==> src/sv/mrfr_pkg.sv <==
// ----------------------------------------------------------------------------
// mrfr_pkg
// Types, widths and codes shared by the frame ring modules.
// ----------------------------------------------------------------------------
package mrfr_pkg;

    localparam int READER_SLOTS = 8;
    localparam int DESC_DEPTH   = 64;
    localparam int SLOT_LIMIT   = (READER_SLOTS < 8) ? READER_SLOTS : 8;

    localparam int SLOT_W     = $clog2(READER_SLOTS);
    localparam int FRAME_W    = $clog2(DESC_DEPTH);
    localparam int RING_W     = FRAME_W + 1;
    localparam int NIDX_W     = $clog2(READER_SLOTS + 1);
    localparam int KBIT_W     = $clog2(FRAME_W);
    localparam int RS_W       = 3;
    localparam int KEY_W      = 32;
    localparam int TAG_W      = 32;
    localparam int LEN_W      = 21;
    localparam int PEND_W     = 6;
    localparam int CNT_W      = 3;
    localparam int ALU_W      = 32;
    localparam int FSLOT_W    = 7;
    localparam int CFG_ADDR_W = 2;
    localparam int CFG_DATA_W = 21;

    localparam logic [LEN_W-1:0]  BUF_BYTES_RST = LEN_W'(1048576);
    localparam logic [RING_W-1:0] RING_N_RST    = RING_W'(DESC_DEPTH);

    typedef enum logic [2:0] {
        OP_PUT,
        OP_GET,
        OP_PEEK,
        OP_SKIP,
        OP_SYNC,
        OP_JOIN,
        OP_LEAVE
    } t_op;

    typedef enum logic [1:0] {
        ST_OK,
        ST_EMPTY,
        ST_NO_READERS,
        ST_NO_SLOT
    } t_status;

    typedef enum logic [CFG_ADDR_W-1:0] {
        CFG_FRAME_SLOTS,
        CFG_BUFFER_BYTES
    } t_cfg_reg;

    typedef enum logic [3:0] {
        S_IDLE,
        S_NORM,
        S_EXEC,
        S_PUT_FIT,
        S_PUT_HEAD,
        S_READ,
        S_TAIL,
        S_JOIN_MATCH,
        S_JOIN_FREE,
        S_PEND,
        S_PEND_FIX,
        S_DONE
    } t_state;

    typedef struct packed {
        logic [2:0]       operation;
        logic [RS_W-1:0]  reader_slot;
        logic [KEY_W-1:0] reader_key;
        logic [TAG_W-1:0] frame_tag;
        logic [LEN_W-1:0] frame_length;
    } t_req;

    typedef struct packed {
        t_status           status;
        logic [RS_W-1:0]   assigned_slot;
        logic [TAG_W-1:0]  tag_out;
        logic [LEN_W-1:0]  offset_out;
        logic [LEN_W-1:0]  length_out;
        logic [PEND_W-1:0] pending_count;
        logic [CNT_W-1:0]  reader_count;
    } t_resp;

    typedef struct packed {
        logic [TAG_W-1:0] tag;
        logic [LEN_W-1:0] offset;
        logic [LEN_W-1:0] length;
    } t_desc;

    typedef struct packed {
        logic [ALU_W-1:0] a;
        logic [ALU_W-1:0] b;
        logic             sub;
    } t_alu_in;

    typedef struct packed {
        logic             carry;
        logic [ALU_W-1:0] sum;
    } t_alu_out;

endpackage

==> src/sv/mrfr_alu.sv <==
// ----------------------------------------------------------------------------
// mrfr_alu
// Shared add/subtract unit; carry set on subtract means a >= b.
// ----------------------------------------------------------------------------
module mrfr_alu (
    input  mrfr_pkg::t_alu_in  i_op,
    output mrfr_pkg::t_alu_out o_res
);
    import mrfr_pkg::*;

    logic [ALU_W-1:0] w_b;
    logic [ALU_W:0]   w_sum;

    assign w_b   = i_op.sub ? ~i_op.b : i_op.b;
    assign w_sum = {1'b0, i_op.a} + {1'b0, w_b} + (ALU_W + 1)'(i_op.sub);
    assign o_res = w_sum;

endmodule

==> config.mk <==
export PLATFORM = sky130hd
export DESIGN_NAME = mrfr_alu
export DESIGN_NICKNAME = d
export VERILOG_FILES = /design/src/sv/mrfr_pkg.sv /design/src/sv/mrfr_alu.sv
export SDC_FILE = /design/constraint.sdc
export NUM_CORES = 1
export LEC_CHECK = 0
export ABC_AREA = 1
export CAP_MARGIN = 20
export CORE_UTILIZATION = 25
export DETAILED_ROUTE_END_ITERATION = 8
export DONT_BUFFER_PORTS = 1
export SLEW_MARGIN = 5
export SYNTH_ARGS = -nofsm -noshare
export SYNTH_HDL_FRONTEND = slang
export SYNTH_SLANG_ARGS = --single-unit
==> constraint.sdc <==
create_clock -name vclk -period 5.93
set_input_delay 0.8895 -clock vclk [all_inputs]
set_output_delay 0.8895 -clock vclk [all_outputs]
set_load 0.03 [all_outputs]
==> results.toml, run 1 <==
[power]
switching_power_mw = 0.389
switching_share_pct = 74.5
pwr-share-seq_pct = 0
ir_drop_uv = 35.4
p_leak_nw = 1.61
p_clk_share_pct = 0
powerDensity_nw_per_um2 = 189
p_comb_share_pct = 100.0
p_total_mw = 0.522
internal_power_mw = 0.133

[floorplan]
dieHeight_um = 104
rows = 36
dieArea_um2 = 10900
start_util_pct = 26.3
ios = 98
core_area_um2 = 9950
die_x_um = 104

[grt]
grt_overflow = 0
grt_most_used_layer = "met2"
grt_pass1_wl_um = 13600
grtUsageTotal_pct = 15.1
grt_pass1_vias = 2834
gr-usage-met3_pct = 2.26
met2_usage_pct = 29.8
antenna_found_initial = 0
grtUsageMet1_pct = 17.6
grt_max_degree = 33

[timing]
setup-violations-final = 0
setup_tns_ns = 0
maxSlewViolCount = 0
layout_worst_path_cycle_share_pct = 60.7
rsz0062_at_grt = "no"
clock.fmax_ghz = 0.278
setup_ws_ns = 2.33
worst_slew_pin_slew_ns = 0.764
period_minus_slack_ns = 3.60
final_hold_viol_count = 0
relSlewSlack_pct = 48.7

[critical_path]
path_cells = "inv_1 > nand2_1 > nand2_1 > inv_1 > fa_1 > o21ai_2 > a21oi_2 > o21ai_1 > xor2_1"
endpoint = "o_res[16]"
criticalPathCategory = "input pin to output port"
worstSetupStartpoint = "i_op[1]"
startpoint_type = "input pin"
cp-end-kind = "output port"
path_max_fanout = 4
worst_ep_arrival_time_ns = 2.71
slowest_stage = "xor2_1"
required_ns = 5.04
slowest_delay_ns = 0.57

[final_layout]
final_common_cell = "nand2_1"
seq_cells = 0
regArea_um2 = 0
fillers = 1132
drive_above_1_share_pct = 7.29
antenna_cells = 0
layout_common_cells = "nand2_1 (159), inv_1 (84), xor2_1 (44)"
num-clock-buffers = 0
final_nets = 582
areaGrowthSynthToFinish_pct = 5.50

[min_path]
hp-class = "input pin to output port"

[clock_network]
cts_hold_buf = 0
cts-resized-gates = 0
cts_setup_buffers = 0

[run]
cap_viol_max_count = 0

[status]
outcome = "finished clean"

[synth]
synth_warnings = 0
syn_inst = 484
synth_area_um2 = 2620
ys_seq_area_share_pct = 0
avgSynthCellArea_um2 = 5.40
synth.net_count = 584
yosys.cell_types.count = 27

[placed_design]
dp_slack_ns = 2.31
dp_hpwl_um = 7570
routabilityCongestion = 0.958
place.port_buffers = 0

[drt]
drtIter0Drc = 160
vias = 2846
drc = 0
ant_nets = 0
drt_wl_total_um = 8410
first_pass_iters = 5
wl_per_cell_um = 13.7
routed_via_density = 4.64
==> layout make-up <==
cell class                      count  area, um2  area share (%)
Inverter                           90        338            12.2
Multi-Input combinational cell    390       2250            81.7
Tap cell                          133        166            6.03
==> synthesized netlist by cell type, drive strengths merged <==
| library cell | number | share of area, % |
|---|---|---|
| xnor2 | 3 | 1.0 |
| ha | 34 | 16 |
| a21oi | 34 | 7.1 |
| xor2 | 44 | 15 |
| nand4 | 1 | 0.24 |
| and2 | 2 | 0.57 |
| nand2 | 174 | 27 |
| buf | 4 | 0.86 |
| nor3 | 7 | 1.7 |
| o21bai | 4 | 1.1 |
| nor4 | 1 | 0.48 |
| inv | 90 | 13 |
| o21ai | 19 | 3.8 |
| fa | 1 | 0.77 |
| nand3 | 23 | 5.2 |
| nor2 | 43 | 6.3 |
==> worst max-delay path, delay by kind of cell <==
family	cells	cell delay [ns]
fa+ha+maj	1	0.42
xor+xnor	1	0.57
buf+inv	2	0.09
simple gates	2	0.12
compound gates	3	0.61
==> power by group through the flow <==
stage	Combinational, mW	Clock [mW]	Sequential (mW)
floorplan	0.437	0	0
global placement	0.520	0	0
detailed placement	0.522	0	0
CTS	0.524	0	0
global route	0.576	0	0
finish	0.522	0	0
==> worst min-delay path by stage <==
stage,slack [ns],startpoint,cells after the start,endpoint
5_1_grt,1.97,i_op[1],1,o_res[0]
4_1_cts,1.96,i_op[1],1,o_res[0]
3_5_place_dp,1.96,i_op[1],1,o_res[0]
2_1_floorplan,1.95,i_op[1],1,o_res[0]
3_3_place_gp,1.96,i_op[1],1,o_res[0]
6_report,1.96,i_op[1],1,o_res[0]
==> layer usage <==
layer / vias to the layer above / routed length (um)
li1: 1488 / -
met1: 1301 / 3560
met2: 53 / 4410
met3: 4 / 388
met4: 0 / 51
met5: - / 0
==> through the flow <==
| step | util, % | hold slack [ns] | area [um2] | std cells |
|---|---|---|---|---|
| finish | 27.7 | 1.96 | 2760 | 613 |
| global route | 27.7 | 1.97 | 2760 | 613 |
| CTS | 27.7 | 1.96 | 2760 | 613 |
| detailed placement | 27.7 | 1.96 | 2760 | 613 |
| global placement | 27.7 | 1.96 | 2760 | 613 |
| floorplan | - | 1.95 | 2620 | 484 |
==> cell families (layout without fill, tap and decap cells) <==
family | Yosys count | count (layout) | share of synthesized area [%]
AND/OR/NAND/NOR | 251 | 251 | 41.4
buffers and inverters | 94 | 90 | 13.8
AO/OA/AOI/OAI | 57 | 57 | 12.0
XOR/XNOR | 47 | 47 | 15.7
adder cells (fa/ha/maj) | 35 | 35 | 17.0
Power figures use the tool's default switching activity.
==> run 2, diff against run 1 <==
ABC_AREA = 0   (was 1)
clock period = 3 ns   (was 5.93 ns; I/O delays follow)
==> run 2 against run 1 <==
The flow now finishes with violations (setup timing). Combinational power rose to 2.9 times the previous value. Hold slack worse by 0.88 ns. Sequential share of layout area unchanged. Core utilization up 13 points. Critical path depth up 1. Routed wire length down 19%. Cell count down 24%. Global-route usage down 0.35 points. Non-clock buffer count up 84. Largest cell class unchanged. Highest routed layer unchanged.
==> results.toml, run 2 <==
[floorplan]
start_util_pct = 25.8
die_x_um = 93.8
core_area_um2 = 8180
rows = 33
dieArea_um2 = 8790
ios = 98
dieHeight_um = 93.8

[placed_design]
dp_hpwl_um = 5680
placed_area_um2 = 3030
place.port_buffers = 0
routabilityCongestion = 0.834

[timing]
setup_ws_ns = -0.213
maxSlewViolCount = 0
rsz0062_at_grt = "yes"
clock.fmax_ghz = 0.311
fin_hold_ws_ns = 1.08
final_hold_viol_count = 0
setup-violations-final = 7
period_minus_slack_ns = 3.21
layout_worst_path_cycle_share_pct = 107
relSlewSlack_pct = 55.2
worst_slew_pin_slew_ns = 0.670

[final_layout]
seq_cells = 0
layout_common_cells = "buf_4 (76), ha_1 (32), xor2_1 (30)"
fin_util_pct = 40.7
design_area_um2 = 3330
drive_above_1_share_pct = 39.0
final_common_cell = "buf_4"
antenna_cells = 0
final_nets = 464
regArea_um2 = 0
areaGrowthSynthToFinish_pct = 58.1
num-clock-buffers = 0

[status]
violations = "setup timing"
outcome = "finished with violations"

[drt]
first_pass_iters = 5
wl_per_cell_um = 14.7
vias = 2392
drt_wl_total_um = 6850
drc = 0
ant_nets = 0
drtIter0Drc = 58
routed_via_density = 5.12

[synth]
yosys.cell_types.count = 46
avgSynthCellArea_um2 = 7.36
synth.net_count = 386
ys_seq_area_share_pct = 0
yosys.area.top_type = "ha_1"
netlist_top_cells_area = "ha_1 (20%), xor2_1 (17%), a21oi_1 (7.4%)"
netlist_top_cells_count = "xor2_1 (41), ha_1 (34), a21oi_1 (31), nand2_1 (19), xnor2_1 (17)"
synth_top_cell_area_share_pct = 20.2
synth_warnings = 0
yosysMostFrequentCell = "xor2_1"
syn_inst = 286
synth_area_um2 = 2110

[grt]
grt_max_degree = 33
grtUsageTotal_pct = 14.8
grt_pass1_vias = 2314
grt_pass1_wl_um = 10700
grt_overflow = 0
antenna_found_initial = 0

[critical_path]
cp-end-kind = "output port"
path_max_fanout = 32
worst_ep_arrival_time_ns = 2.76
slowest_stage = "or4b_4"
required_ns = 2.55
worstSetupStartpoint = "i_op[0]"
cp_num_buf_inv = 1
slowest_delay_ns = 0.54
path_cells = "xor2_1 > ha_1 > o21a_1 > o211ai_1 > or4b_4 > a211o_1 > a31oi_4 > or2_4 > a311oi_2 > buf_4"
critical_path_depth = 10
crit_family = "compound AO/OA/AOI/OAI gates"
criticalPathCategory = "input pin to output port"
startpoint_type = "input pin"
endpoint = "o_res[25]"

[power]
powerDensity_nw_per_um2 = 453
ir_drop_uv = 152
p_leak_nw = 1.54

[run]
cap_viol_max_count = 0

[min_path]
holdCritStartpoint = "i_op[1]"
hp-class = "input pin to output port"

[clock_network]
cts_hold_buf = 0
## run 2: cell types whose count changed after synthesis, moves of 7 or more
cell / previous run / this run
nand3_1: 19 / 12
inv_1: 84 / 9
xnor2_1: 3 / 17
nor2_1: 42 / 10
a21o_1: 0 / 16
o21ai_1: 10 / 0
nand2_2: 12 / 0
nand2_1: 159 / 19
## run 2: cell families after synthesis
family                   count (synthesis)  synth area share [%]
AND/OR/NAND/NOR                         72                  17.7
multiplexers                             2                 0.951
AO/OA/AOI/OAI                          102                  32.9
XOR/XNOR                                58                  24.1
adder cells (fa/ha/maj)                 35                  21.2
buffers and inverters                   17                  3.15
## run 2: final cells by class
class | count | area, um2
Fill cell | 856 | 4850
Tap cell | 105 | 131
Timing Repair Buffer | 84 | 669
Multi-Input combinational cell | 269 | 2490
Inverter | 9 | 33.8
## run 2: through the flow
stage | std cells | setup TNS, ns | setup slack, ns | power [mW]
2_1_floorplan | 286 | -4.40 | -0.507 | 0.972
3_3_place_gp | 460 | -1.70 | -0.297 | 1.38
3_5_place_dp | 460 | -2.16 | -0.347 | 1.39
4_1_cts | 462 | -1.01 | -0.226 | 1.46
5_1_grt | 467 | -2.07 | -0.365 | 1.61
6_report | 467 | -0.906 | -0.213 | 1.51
## run 2: how the worst min path moves through the flow
stage                to  slack, ns  depth (start not counted)
6_report       o_res[0]       1.08                          1
3_3_place_gp   o_res[0]       1.08                          1
5_1_grt        o_res[0]       1.08                          1
2_1_floorplan  o_res[0]       1.07                          1
3_5_place_dp   o_res[0]       1.08                          1
4_1_cts        o_res[0]       1.08                          1
## run 2: layer usage
| layer | wire, um | vias up | global-route usage (%) |
|---|---|---|---|
| met5 | 0 | - | 0 |
| met3 | 255 | 6 | 1.21 |
| met1 | 2950 | 1137 | 19.0 |
| met2 | 3570 | 42 | 27.6 |
| met4 | 71 | 0 | 1.41 |
| li1 | - | 1207 | - |
## run 2: timing repair
action,4_1_cts,5_1_grt
pin swaps,24,19
endpoints found under the setup margin,14,19
resized for setup,24,17
setup buffers,2,5
## run 2: report_power, final
group | total (mW) | switching (mW) | internal (mW) | leakage [nW]
combinational | 1.51 | 0.842 | 0.666 | 1.54
sequential | 0 | 0 | 0 | 0
clock | 0 | 0 | 0 | 0
total | 1.51 | 0.842 | 0.666 | 1.54
==> run 3, diff against run 2 <==
TNS_END_PERCENT = 1   (was unset)
==> run 3 against run 2 <==
The run still ends with setup timing left. Sequential share of layout area is the same. Worst setup slack improved by 0.0086 ns. Count of clock-buffer cells in the layout is the same. Cell count decreased by 0.43%. First-iteration DRC count rose by 43%. Flip-flop and latch count unchanged. Hold slack got worse by 0.0032 ns. Global-route usage barely moved. Via count shrank 0.79%. Die area unchanged. Critical endpoint unchanged. Largest cell class unchanged.
==> results.toml, run 3 (synthesized netlist as in run 2, its figures left out) <==
[status]
outcome = "finished with violations"
violations = "setup timing"

[floorplan]
dieArea_um2 = 8790
die_x_um = 93.8
core_area_um2 = 8180
ios = 98
start_util_pct = 25.8
dieHeight_um = 93.8
rows = 33

[critical_path]
criticalPathCategory = "input pin to output port"
cp-end-kind = "output port"
slowest_stage = "or4b_4"
path_max_fanout = 32
endpoint = "o_res[25]"
worst_ep_arrival_time_ns = 2.75
slowest_delay_ns = 0.56
startpoint_type = "input pin"
path_cells = "xor2_1 > ha_1 > o21a_1 > o211ai_1 > or4b_4 > a211o_1 > a31oi_4 > nor4b_2 > a311oi_2 > buf_4"
required_ns = 2.55
worstSetupStartpoint = "i_op[0]"

[power]
switching_power_mw = 0.787
pwr-share-seq_pct = 0
p_clk_share_pct = 0
switching_share_pct = 56.1
p_leak_nw = 1.46
ir_drop_uv = 166
p_comb_share_pct = 100.0
powerDensity_nw_per_um2 = 457
internal_power_mw = 0.616

[final_layout]
final_common_cell = "buf_4"
fin_util_pct = 37.5
multi_input_area_um2 = 2260
antenna_cells = 0
final_nets = 462
regArea_um2 = 0
fillers = 842
drive_above_1_share_pct = 31.4
layout_common_cells = "buf_4 (77), xor2_1 (35), ha_1 (33)"
areaGrowthSynthToFinish_pct = 45.8
seq_cells = 0
design_area_um2 = 3070
num-clock-buffers = 0

[timing]
relSlewSlack_pct = 56.9
worst_slew_pin_slew_ns = 0.644
final_hold_viol_count = 0
setup_ws_ns = -0.204
maxSlewViolCount = 0
layout_worst_path_cycle_share_pct = 107
period_minus_slack_ns = 3.20
clock.fmax_ghz = 0.312
rsz0062_at_grt = "yes"
setup-violations-final = 14

[grt]
grtUsageTotal_pct = 14.8
antenna_found_initial = 0
grt_overflow = 0
grt_pass1_vias = 2341
grt_max_degree = 33
grt_pass1_wl_um = 10900

[drt]
routed_via_density = 5.10
drt_wl_total_um = 6650
vias = 2373
drc = 0
ant_nets = 0
wl_per_cell_um = 14.3
first_pass_iters = 4
drtIter0Drc = 83

[min_path]
hp-class = "input pin to output port"

[placed_design]
dp_slack_ns = -0.413
routabilityCongestion = 0.846
placed_area_um2 = 2880
place.port_buffers = 0
dp_hpwl_um = 5660

[run]
cap_viol_max_count = 0

[clock_network]
cts_hold_buf = 0
cts_setup_buffers = 0
[run 3: cell types whose count changed in the layout (fill, tap and decap cells not counted), moves of 3 or more]
cell | previous run | this run
a21oi_1 | 22 | 27
xor2_2 | 7 | 4
xnor2_1 | 10 | 17
a21oi_2 | 6 | 3
xnor2_2 | 6 | 0
xor2_1 | 30 | 35
buf_6 | 7 | 4
[run 3: critical path, delay by kind of cell]
family,cells,cell delay [ns]
buf+inv,1,0.21
fa+ha+maj,1,0.30
compound gates,5,1.02
simple gates,2,0.64
xor+xnor,1,0.14
[run 3: repair_timing]
item | 4_1_cts | 5_1_grt
pin swaps | 14 | 3
resized for setup | 22 | 11
endpoints found under the setup margin | 19 | 21
[run 3: through the flow]
step | hold WS (ns) | total power, mW | instances | setup TNS, ns
after global routing | 1.08 | 1.51 | 465 | -3.06
after CTS | 1.08 | 1.39 | 465 | -1.73
after detailed placement | 1.08 | 1.33 | 465 | -3.21
after floorplan | 1.07 | 0.872 | 286 | -6.38
after global placement | 1.08 | 1.32 | 465 | -2.70
final | 1.08 | 1.40 | 465 | -1.27
[run 3: worst min path at each step]
stage / startpoint / to / slack [ns] / cells past startpoint
CTS: i_op[1] / o_res[0] / 1.08 / 1
global placement: i_op[1] / o_res[0] / 1.08 / 1
floorplan: i_op[1] / o_res[0] / 1.07 / 1
detailed placement: i_op[1] / o_res[0] / 1.08 / 1
finish: i_op[1] / o_res[0] / 1.08 / 1
global route: i_op[1] / o_res[0] / 1.08 / 1
[run 3: routing by layer]
layer | global-route usage, % | vias up | share of wire [%]
li1 | - | 1206 | -
met4 | 1.03 | 0 | 0.90
met1 | 20.1 | 1090 | 47
met3 | 1.38 | 4 | 4.5
met2 | 26.1 | 73 | 48
met5 | 0 | - | 0
[run 3: layout make-up]
type	count	share of cell area, %
Timing Repair Buffer	82	21.0
Tap cell	105	4.28
Multi-Input combinational cell	269	73.7
Inverter	9	1.10
[run 3: power by group through the flow]
| stage | logic [mW] | registers [mW] | clock network (mW) |
|---|---|---|---|
| 2_1_floorplan | 0.872 | 0 | 0 |
| 3_3_place_gp | 1.32 | 0 | 0 |
| 3_5_place_dp | 1.33 | 0 | 0 |
| 4_1_cts | 1.39 | 0 | 0 |
| 5_1_grt | 1.51 | 0 | 0 |
| 6_report | 1.40 | 0 | 0 |
